--- src/design/pmt_pkg.sv ---
// Shared types and constants for the PMT section parser.
package pmt_pkg;

    // Parser phase within one section
    typedef enum logic [2:0] {
        PH_IDLE,
        PH_HEADER,
        PH_SKIP,
        PH_ENTRY,
        PH_DONE
    } phase_t;

    // Result kind carried on tuser
    typedef enum logic [1:0] {
        KIND_HEADER = 2'd0,
        KIND_ENTRY  = 2'd1,
        KIND_END    = 2'd2
    } kind_t;

    localparam logic [12:0] OFS_MAX         = 13'd8191;
    localparam logic [9:0]  COUNT_MAX       = 10'd1023;
    localparam logic [11:0] ENTRY_BYTES     = 12'd5;
    localparam logic [12:0] OFS_TABLE_ID    = 13'd0;
    localparam logic [12:0] OFS_LEN_HI      = 13'd1;
    localparam logic [12:0] OFS_LEN_LO      = 13'd2;
    localparam logic [12:0] OFS_PCR_LAST    = 13'd9;
    localparam logic [12:0] OFS_PINFO_HI    = 13'd10;

    // One result item; hdr holds the packed header fields
    typedef struct packed {
        kind_t       kind;
        logic [63:0] hdr;
        logic [7:0]  stream_kind;
        logic [12:0] stream_pid;
        logic [9:0]  stream_count;
        logic        last;
    } result_t;

    // Results produced by one accepted byte
    typedef struct packed {
        logic [1:0] cnt;
        result_t    r0;
        result_t    r1;
    } push_t;

endpackage

--- src/design/pmt_parse.sv ---
// Byte-wise PMT section state machine producing up to two results per byte.
module pmt_parse
    import pmt_pkg::*;
(
    input  logic       clk,
    input  logic       rst_n,
    input  logic       accept,
    input  logic [7:0] data_byte,
    input  logic       section_start,
    output push_t      push
);

    phase_t      phase_reg, phase_next;
    logic [12:0] ofs_reg, ofs_next;
    logic [11:0] end_reg, end_next;
    logic [11:0] skip_reg, skip_next;
    logic [31:0] acc_reg, acc_next;
    logic [63:0] hdr_reg, hdr_next;
    logic [9:0]  ent_reg, ent_next;

    phase_t      ph;
    logic [12:0] ofs;
    logic [11:0] skip_cur;
    logic [31:0] acc_cur;
    logic [39:0] full;
    logic [11:0] len;
    logic [11:0] skip_dec;
    logic        do_bnd;
    logic        end_emit;
    result_t     res;

    // State register
    always_ff @(posedge clk or negedge rst_n)
    begin
        if (!rst_n)
        begin
            phase_reg <= PH_IDLE;
            ofs_reg   <= '0;
            end_reg   <= '0;
            skip_reg  <= '0;
            acc_reg   <= '0;
            hdr_reg   <= '0;
            ent_reg   <= '0;
        end
        else
        begin
            phase_reg <= phase_next;
            ofs_reg   <= ofs_next;
            end_reg   <= end_next;
            skip_reg  <= skip_next;
            acc_reg   <= acc_next;
            hdr_reg   <= hdr_next;
            ent_reg   <= ent_next;
        end
    end

    // Next state and results for one byte
    always_comb
    begin
        phase_next = phase_reg;
        ofs_next   = ofs_reg;
        end_next   = end_reg;
        skip_next  = skip_reg;
        acc_next   = acc_reg;
        hdr_next   = hdr_reg;
        ent_next   = ent_reg;
        push       = '0;
        do_bnd     = 1'b0;
        end_emit   = 1'b0;
        len        = '0;
        full       = '0;
        skip_dec   = '0;
        res        = '0;
        ph         = phase_reg;
        ofs        = ofs_reg;
        skip_cur   = skip_reg;
        acc_cur    = acc_reg;

        if (accept)
        begin
            // A start byte abandons any section in progress
            if (section_start)
            begin
                ph        = PH_HEADER;
                ofs       = '0;
                skip_cur  = '0;
                acc_cur   = '0;
                end_next  = '0;
                hdr_next  = '0;
                ent_next  = '0;
                phase_next = PH_HEADER;
                skip_next = '0;
                acc_next  = '0;
            end

            if (ph != PH_IDLE && ph != PH_DONE)
            begin
                ofs_next = (ofs == OFS_MAX) ? ofs : ofs + 13'd1;
                skip_dec = (skip_cur == '0) ? skip_cur : skip_cur - 12'd1;
                full     = {acc_cur, data_byte};

                case (ph)
                    PH_HEADER:
                    begin
                        if (ofs == OFS_TABLE_ID)
                            hdr_next = {56'd0, data_byte};
                        else if (ofs == OFS_LEN_HI || ofs == OFS_PINFO_HI)
                            acc_next = {24'd0, data_byte};
                        else if (ofs == OFS_LEN_LO)
                        begin
                            len      = {acc_cur[3:0], data_byte};
                            end_next = (len == '0) ? '0 : len - 12'd1;
                        end
                        else if (ofs <= OFS_PCR_LAST)
                            hdr_next = {hdr_next[55:0], data_byte};
                        else
                        begin
                            // Program info length: emit the header result
                            len           = {acc_cur[3:0], data_byte};
                            acc_next      = '0;
                            push.cnt      = 2'd1;
                            push.r0       = '0;
                            push.r0.kind  = KIND_HEADER;
                            push.r0.hdr   = hdr_next;
                            push.r0.stream_count = ent_next;
                            if (len == '0)
                                do_bnd = 1'b1;
                            else
                            begin
                                skip_next  = len;
                                phase_next = PH_SKIP;
                            end
                        end
                    end
                    PH_SKIP:
                    begin
                        skip_next = skip_dec;
                        if (skip_dec == '0)
                            do_bnd = 1'b1;
                    end
                    PH_ENTRY:
                    begin
                        acc_next  = full[31:0];
                        skip_next = skip_dec;
                        if (skip_dec == '0)
                        begin
                            // Entry complete: emit stream type and PID
                            if (ent_next != COUNT_MAX)
                                ent_next = ent_next + 10'd1;
                            push.cnt              = 2'd1;
                            push.r0               = '0;
                            push.r0.kind          = KIND_ENTRY;
                            push.r0.hdr           = hdr_next;
                            push.r0.stream_kind   = full[39:32];
                            push.r0.stream_pid    = full[28:16];
                            push.r0.stream_count  = ent_next;
                            acc_next              = '0;
                            if (full[11:0] == '0)
                                do_bnd = 1'b1;
                            else
                            begin
                                skip_next  = full[11:0];
                                phase_next = PH_SKIP;
                            end
                        end
                    end
                    default:
                    begin
                        phase_next = ph;
                    end
                endcase

                // Entry boundary: end the list or start a new entry
                if (do_bnd)
                begin
                    if (ofs_next >= {1'b0, end_next})
                    begin
                        res              = '0;
                        res.kind         = KIND_END;
                        res.hdr          = hdr_next;
                        res.stream_count = ent_next;
                        end_emit         = 1'b1;
                        phase_next       = PH_DONE;
                        if (push.cnt == 2'd0)
                        begin
                            push.r0  = res;
                            push.cnt = 2'd1;
                        end
                        else
                        begin
                            push.r1  = res;
                            push.cnt = 2'd2;
                        end
                    end
                    else
                    begin
                        phase_next = PH_ENTRY;
                        skip_next  = ENTRY_BYTES;
                        acc_next   = '0;
                    end
                end

                // Mark the final result of this byte
                if (push.cnt == 2'd2)
                    push.r1.last = 1'b1;
                else if (push.cnt == 2'd1)
                    push.r0.last = 1'b1;
            end
        end
    end

    // A second result in one byte is always the end of the list
    a_two_is_end: assert property (@(posedge clk) disable iff (!rst_n)
        push.cnt == 2'd2 |-> push.r1.kind == KIND_END)
        else $error("second result of a byte is not an end result");

    // An end result leaves the parser done
    a_end_done: assert property (@(posedge clk) disable iff (!rst_n)
        end_emit |=> phase_reg == PH_DONE)
        else $error("parser not done after end result");

    // Idle bytes without a start produce nothing
    a_idle_quiet: assert property (@(posedge clk) disable iff (!rst_n)
        (accept && !section_start && (phase_reg == PH_IDLE || phase_reg == PH_DONE))
        |-> push.cnt == 2'd0)
        else $error("result produced outside a section");

endmodule

--- src/design/pmt_outq.sv ---
// Small result queue taking up to two results per cycle and draining one while out_ready is high.
module pmt_outq
    import pmt_pkg::*;
#(
    parameter int DEPTH = 4
)
(
    input  logic    clk,
    input  logic    rst_n,
    input  push_t   push,
    output logic    room,
    output logic    out_valid,
    input  logic    out_ready,
    output result_t out_res
);

    localparam int PW = (DEPTH > 1) ? $clog2(DEPTH) : 1;
    localparam int CW = $clog2(DEPTH + 1);
    localparam logic [PW-1:0] PTR_LAST = PW'(DEPTH - 1);
    localparam logic [CW-1:0] CNT_ROOM = CW'(DEPTH - 2);

    result_t       mem_reg [DEPTH];
    logic [PW-1:0] wr_reg, wr_next, wr_plus;
    logic [PW-1:0] rd_reg, rd_next;
    logic [CW-1:0] cnt_reg, cnt_next;
    logic          pop;

    function automatic logic [PW-1:0] ptr_inc(input logic [PW-1:0] p);
        ptr_inc = (p == PTR_LAST) ? '0 : p + PW'(1);
    endfunction

    assign pop       = out_valid && out_ready;
    assign out_valid = (cnt_reg != '0);
    assign out_res   = mem_reg[rd_reg];
    assign room      = (cnt_reg <= CNT_ROOM);
    assign wr_plus   = ptr_inc(wr_reg);

    // Advance pointers and occupancy
    always_comb
    begin
        wr_next  = wr_reg;
        rd_next  = pop ? ptr_inc(rd_reg) : rd_reg;
        cnt_next = cnt_reg + CW'(push.cnt) - CW'(pop);
        if (push.cnt == 2'd1)
            wr_next = wr_plus;
        else if (push.cnt == 2'd2)
            wr_next = ptr_inc(wr_plus);
    end

    always_ff @(posedge clk or negedge rst_n)
    begin
        if (!rst_n)
        begin
            wr_reg  <= '0;
            rd_reg  <= '0;
            cnt_reg <= '0;
        end
        else
        begin
            wr_reg  <= wr_next;
            rd_reg  <= rd_next;
            cnt_reg <= cnt_next;
        end
    end

    // Store pushed results
    always_ff @(posedge clk)
    begin
        if (push.cnt != 2'd0)
            mem_reg[wr_reg] <= push.r0;
        if (push.cnt == 2'd2)
            mem_reg[wr_plus] <= push.r1;
    end

    // Occupancy never exceeds the queue depth
    a_no_overflow: assert property (@(posedge clk) disable iff (!rst_n)
        cnt_reg <= CW'(DEPTH))
        else $error("result queue overflow");

endmodule

--- src/design/ts_pmt_section_parser.sv ---
// Top level of the MPEG-TS program map section parser.
// Section bytes enter one per cycle on the slave stream; tuser marks the table id byte
// that starts a section. Each byte is parsed in the cycle it is transferred, and its
// results (at most two: a header or stream entry, then possibly the end of the stream
// list) are written into a small output queue of OUT_DEPTH entries that drains one
// result per cycle while m_tready is high. Input throughput is one byte per cycle;
// tready drops only while the queue has fewer than two free slots, which happens only
// when the output side stalls, since a byte with two results always ends the list and
// the bytes that follow it add none. Results carry the header fields on every kind; the
// CRC is not checked and bytes after the stream list are dropped until the next section
// start.
module ts_pmt_section_parser
    import pmt_pkg::*;
#(
    parameter int OUT_DEPTH = 4
)
(
    input  logic        clk,
    input  logic        rst_n,
    input  logic        s_tvalid,
    output logic        s_tready,
    input  logic [7:0]  s_tdata,   // data_byte[7:0]
    input  logic        s_tuser,   // section_start
    output logic        m_tvalid,
    input  logic        m_tready,
    // tbl_id[7:0], prog_num[23:8], ver_num[28:24], current_next[29],
    // section_index[37:30], last_section_index[45:38], clock_ref_pid[58:46],
    // stream_kind[66:59], stream_pid[79:67], stream_count[89:80], zero fill[95:90]
    output logic [95:0] m_tdata,
    output logic [1:0]  m_tuser,   // kind[1:0]
    output logic        m_tlast
);

    push_t   push;
    result_t res;
    logic    room;
    logic    accept;

    assign s_tready = room;
    assign accept   = s_tvalid && s_tready;

    pmt_parse u_parse (
        .clk           (clk),
        .rst_n         (rst_n),
        .accept        (accept),
        .data_byte     (s_tdata),
        .section_start (s_tuser),
        .push          (push)
    );

    pmt_outq #(
        .DEPTH (OUT_DEPTH)
    ) u_outq (
        .clk       (clk),
        .rst_n     (rst_n),
        .push      (push),
        .room      (room),
        .out_valid (m_tvalid),
        .out_ready (m_tready),
        .out_res   (res)
    );

    // Pack the result onto the master stream
    assign m_tdata = {6'd0, res.stream_count, res.stream_pid, res.stream_kind,
                      res.hdr[12:0], res.hdr[23:16], res.hdr[31:24], res.hdr[32],
                      res.hdr[37:33], res.hdr[55:40], res.hdr[63:56]};
    assign m_tuser = res.kind;
    assign m_tlast = res.last;

endmodule
--- config.mk ---
export PLATFORM = sky130hd
export DESIGN_NAME = ts_pmt_section_parser
export DESIGN_NICKNAME = d
export VERILOG_FILES = /design/src/design/pmt_pkg.sv /design/src/design/pmt_parse.sv /design/src/design/pmt_outq.sv /design/src/design/ts_pmt_section_parser.sv
export SDC_FILE = /design/constraint.sdc
export NUM_CORES = 1
export LEC_CHECK = 0
export BUFFER_PORTS_ARGS = -buffer_cell sky130_fd_sc_hd__buf_2
export CAP_MARGIN = 10
export CORE_ASPECT_RATIO = 0.8
export CORE_MARGIN = 3
export CORE_UTILIZATION = 40
export DETAILED_ROUTE_END_ITERATION = 6
export PLACE_DENSITY_LB_ADDON = 0.15
export SLEW_MARGIN = 0
export SYNTH_ARGS = -nofsm -noshare
export SYNTH_HDL_FRONTEND = slang
export SYNTH_SLANG_ARGS = --single-unit
--- constraint.sdc ---
create_clock -name clk -period 8.25 [get_ports clk]
set_input_delay 0.825 -clock clk [delete_from_list [all_inputs] [get_ports clk]]
set_output_delay 0.825 -clock clk [all_outputs]
set_load 0.05 [all_outputs]
==> impl_metrics.ini <==
[floorplanning]
fp.dieArea_um2 = 68900
fp.dieH_um = 235
core-area_um2 = 64600
die_x_um = 293
fp-row-count = 83
io_pins = 114
initial_core_util_pct = 40.7

[clock_tree]
cts_root_buffer = clkbuf_16
cts_buffer_depth = 3
cts.sinks = 525
cts_tree = done
post_cts_buffers = 0
hold_buffers = 0
post_cts_resized = 0
numCtsBuffers = 55
path_clk_slew_ns = 0.06
clock_latency_ns = 0.61
h-tree-depth = 2

[finish]
diodes = 0
num-fill-cells = 5982
layout-drive-gt1-share_pct = 14.7
largest_reg_flops = 372
area_delta_synth_final_pct = 12.2
layout.nets = 2569

[logic_synthesis]
synth_cell_types = 82
async_reset_ff_share_pct = 29.1
ys_seq_area_share_pct = 53.7
synth-seq-cells = 525
synth_flop_cell = edfxtp_1
syn_inst = 2523
syn_area_um2 = 26300
syn_area_per_cell_um2 = 10.4
synth-edff-count = 284
ys.warnings.count = 0

[detailed_routing]
drc = 0
wl_per_cell_um = 24.0
drt_pass1_iterations = 5
wl_um = 81900
via_count = 20500
viasPerCell = 6.00
antenna_left = 0
drtIter0Drc = 2301

[setup_path]
worstPathArrival_ns = 7.91
max_stage_delay_ns = 0.68
worst_setup_path_end_kind = flip-flop
path_cells = or4_1 -> o41ai_1 -> inv_1 -> nor3_2 -> and2_0 -> a22oi_1 -> ha_1 -> a2111oi_0 -> o211ai_1 -> o21ai_0 -> and2_1 -> inv_1 -> ha_1 -> nor2_1 -> o21ai_0 -> buf_4 -> ha_1 -> and2_1 -> nor2_1 -> nand2_1 -> nor2_4 -> buf_12 -> nand2_1 -> o21ai_0
cp.required_ns = 8.69
start_kind = flip-flop
crit_type = reg2reg
slowest_stage = o41ai_1
path_max_fanout = 20

[pwr]
power_density_nw_per_um2 = 305
comb_power_share_pct = 36.2
swShare_pct = 41.1
p_leak_uw = 0.0106
vdd_drop_max_mv = 0.271
clock_power_share_pct = 27.8
power.switching_uw = 3690
total_power_uw = 9000
seqPwrFrac_pct = 36.0
p_int_uw = 5300

[grt]
grt_usage_pct = 23.5
grt_pass1_vias = 20200
antenna_found_initial = 2
grt_max_degree = 101
grt_overflow = 0
grt_pass1_wl_um = 126000

[timing]
hold_viol = 0
maxSlewHeadroom_pct = 19.1
final-setup-viol-count = 0
fmax_mhz = 134
worstMarginPinSlew_ns = 1.21
rsz0062_at_grt = false
tns_ns = 0
period_share_pct = 90.6
finalClockSkew_ns = 0.0231
finalCriticalPeriod_ns = 7.48
final_max_slew_viol_count = 0

[status]
status = complete, no violations

[min_path]
min_path_type = in2async

[placement]
io_buffers = 107
gp_congestion = 0.908
dp_hpwl_um = 49400

[job]
cap_violations = 0
==> path summary, 6_finish.rpt <==
| path | from | depth (start not counted) | slack [ns] | end |
|---|---|---|---|---|
| worst max-delay path | u_parse.ofs_reg[9] | 24 | 0.77 | u_outq.mem_reg[1][79] |
| worst min-delay path | rst_n | 1 | 0.15 | u_parse.hdr_reg[18] |
| worst max register to register | u_parse.ofs_reg[9] | 24 | 0.77 | u_outq.mem_reg[1][79] |
| worst min register to register | u_outq.mem_reg[3][96] | 2 | 0.44 | u_outq.mem_reg[3][96] |
| max in group asynchronous | rst_n | 2 | 6.82 | u_outq.rd_reg[1] |
| min in group clk | u_outq.mem_reg[3][96] | 2 | 0.44 | u_outq.mem_reg[3][96] |
==> power by group through the flow <==
stage / sequential [uW] / combinational (uW) / clock [uW]
CTS: 3230 / 3270 / 2550
finish: 3240 / 3250 / 2510
floorplan: 3030 / 2580 / 0
detailed placement: 3280 / 3260 / 0
global placement: 3280 / 3250 / 0
global route: 3270 / 3460 / 2660
==> synth_stat cells (15+ instances only) <==
library cell	count	area share [%]
a21oi_1	79	1.5
a22o_1	93	3.1
a22oi_1	66	1.9
and3_1	15	0.36
buf_1	34	0.49
buf_2	17	0.32
clkbuf_1	165	2.4
dfrtp_1	153	15
dfxtp_1	88	6.7
edfxtp_1	284	32
ha_1	34	1.6
inv_1	52	0.74
mux4_2	93	8.0
nand2_1	478	6.8
nand3_1	21	0.40
nor2_1	125	1.8
nor2b_1	54	1.3
nor3_1	34	0.65
o21ai_0	355	6.8
o21ai_1	20	0.38
o22ai_1	21	0.50
==> kinds of logic after synthesis <==
kind of cell | after synthesis | share of synthesized area, %
other cells | 1 | 0.0143
simple gates | 809 | 13.5
flops | 525 | 53.7
xor+xnor | 22 | 0.733
compound gates | 744 | 17.5
buf+inv | 279 | 4.22
mux | 108 | 8.56
fa+ha+maj | 35 | 1.69
==> metrics by stage <==
stage	hold slack (ns)	setup slack [ns]	utilization [%]	cells	cell area, um2
after floorplan	0.418	0.0254	-	2528	26300
after global placement	0.427	1.15	42.9	3314	27700
after detailed placement	0.434	0.808	42.9	3314	27700
after CTS	0.141	0.770	45.7	3416	29500
after global routing	0.162	0.114	45.7	3416	29500
final	0.154	0.772	45.7	3416	29500
==> cell type report <==
cell class	count	area (um2)	share of cell area, %
clock buffer	83	1570	5.31
clock inverter	19	216	0.734
inverter	54	218	0.738
multi-input combinational	1724	11200	38.0
sequential	525	14100	47.9
tap	850	1060	3.61
timing repair buffer	161	1100	3.73
==> metal layers <==
layer | global-route usage (%) | vias to the layer above | share of wire, %
li1 | - | 9220 | -
met1 | 35.3 | 10300 | 46
met2 | 35.4 | 841 | 44
met3 | 3.89 | 110 | 7.6
met4 | 5.92 | 0 | 2.0
met5 | 0 | - | 0
==> worst max-delay path: cells and delay by family, from the launching register on <==
| family | cells | cell delay, ns |
|---|---|---|
| simple gates | 10 | 3.33 |
| flops | 1 | 0.46 |
| compound gates | 7 | 1.97 |
| buf+inv | 4 | 0.69 |
| fa+ha+maj | 3 | 0.84 |
==> placed cells by master (no fill, tap or decap), types with 14 or more instances in the layout <==
cell,Yosys,layout
a21oi_1,79,74
a22o_1,93,93
a22oi_1,66,66
and2_1,14,14
and3_1,15,15
buf_2,17,105
buf_4,7,43
clkbuf_1,165,20
clkbuf_16,0,56
dfrtp_1,153,151
dfxtp_1,88,88
edfxtp_1,284,284
ha_1,34,34
inv_1,52,48
mux4_2,93,93
nand2_1,478,478
nand3_1,21,21
nor2_1,125,121
nor2b_1,54,54
nor3_1,34,32
o21ai_0,355,354
o21ai_1,20,21
o22ai_1,21,21
Note: power is estimated with default switching activity, not from simulation.
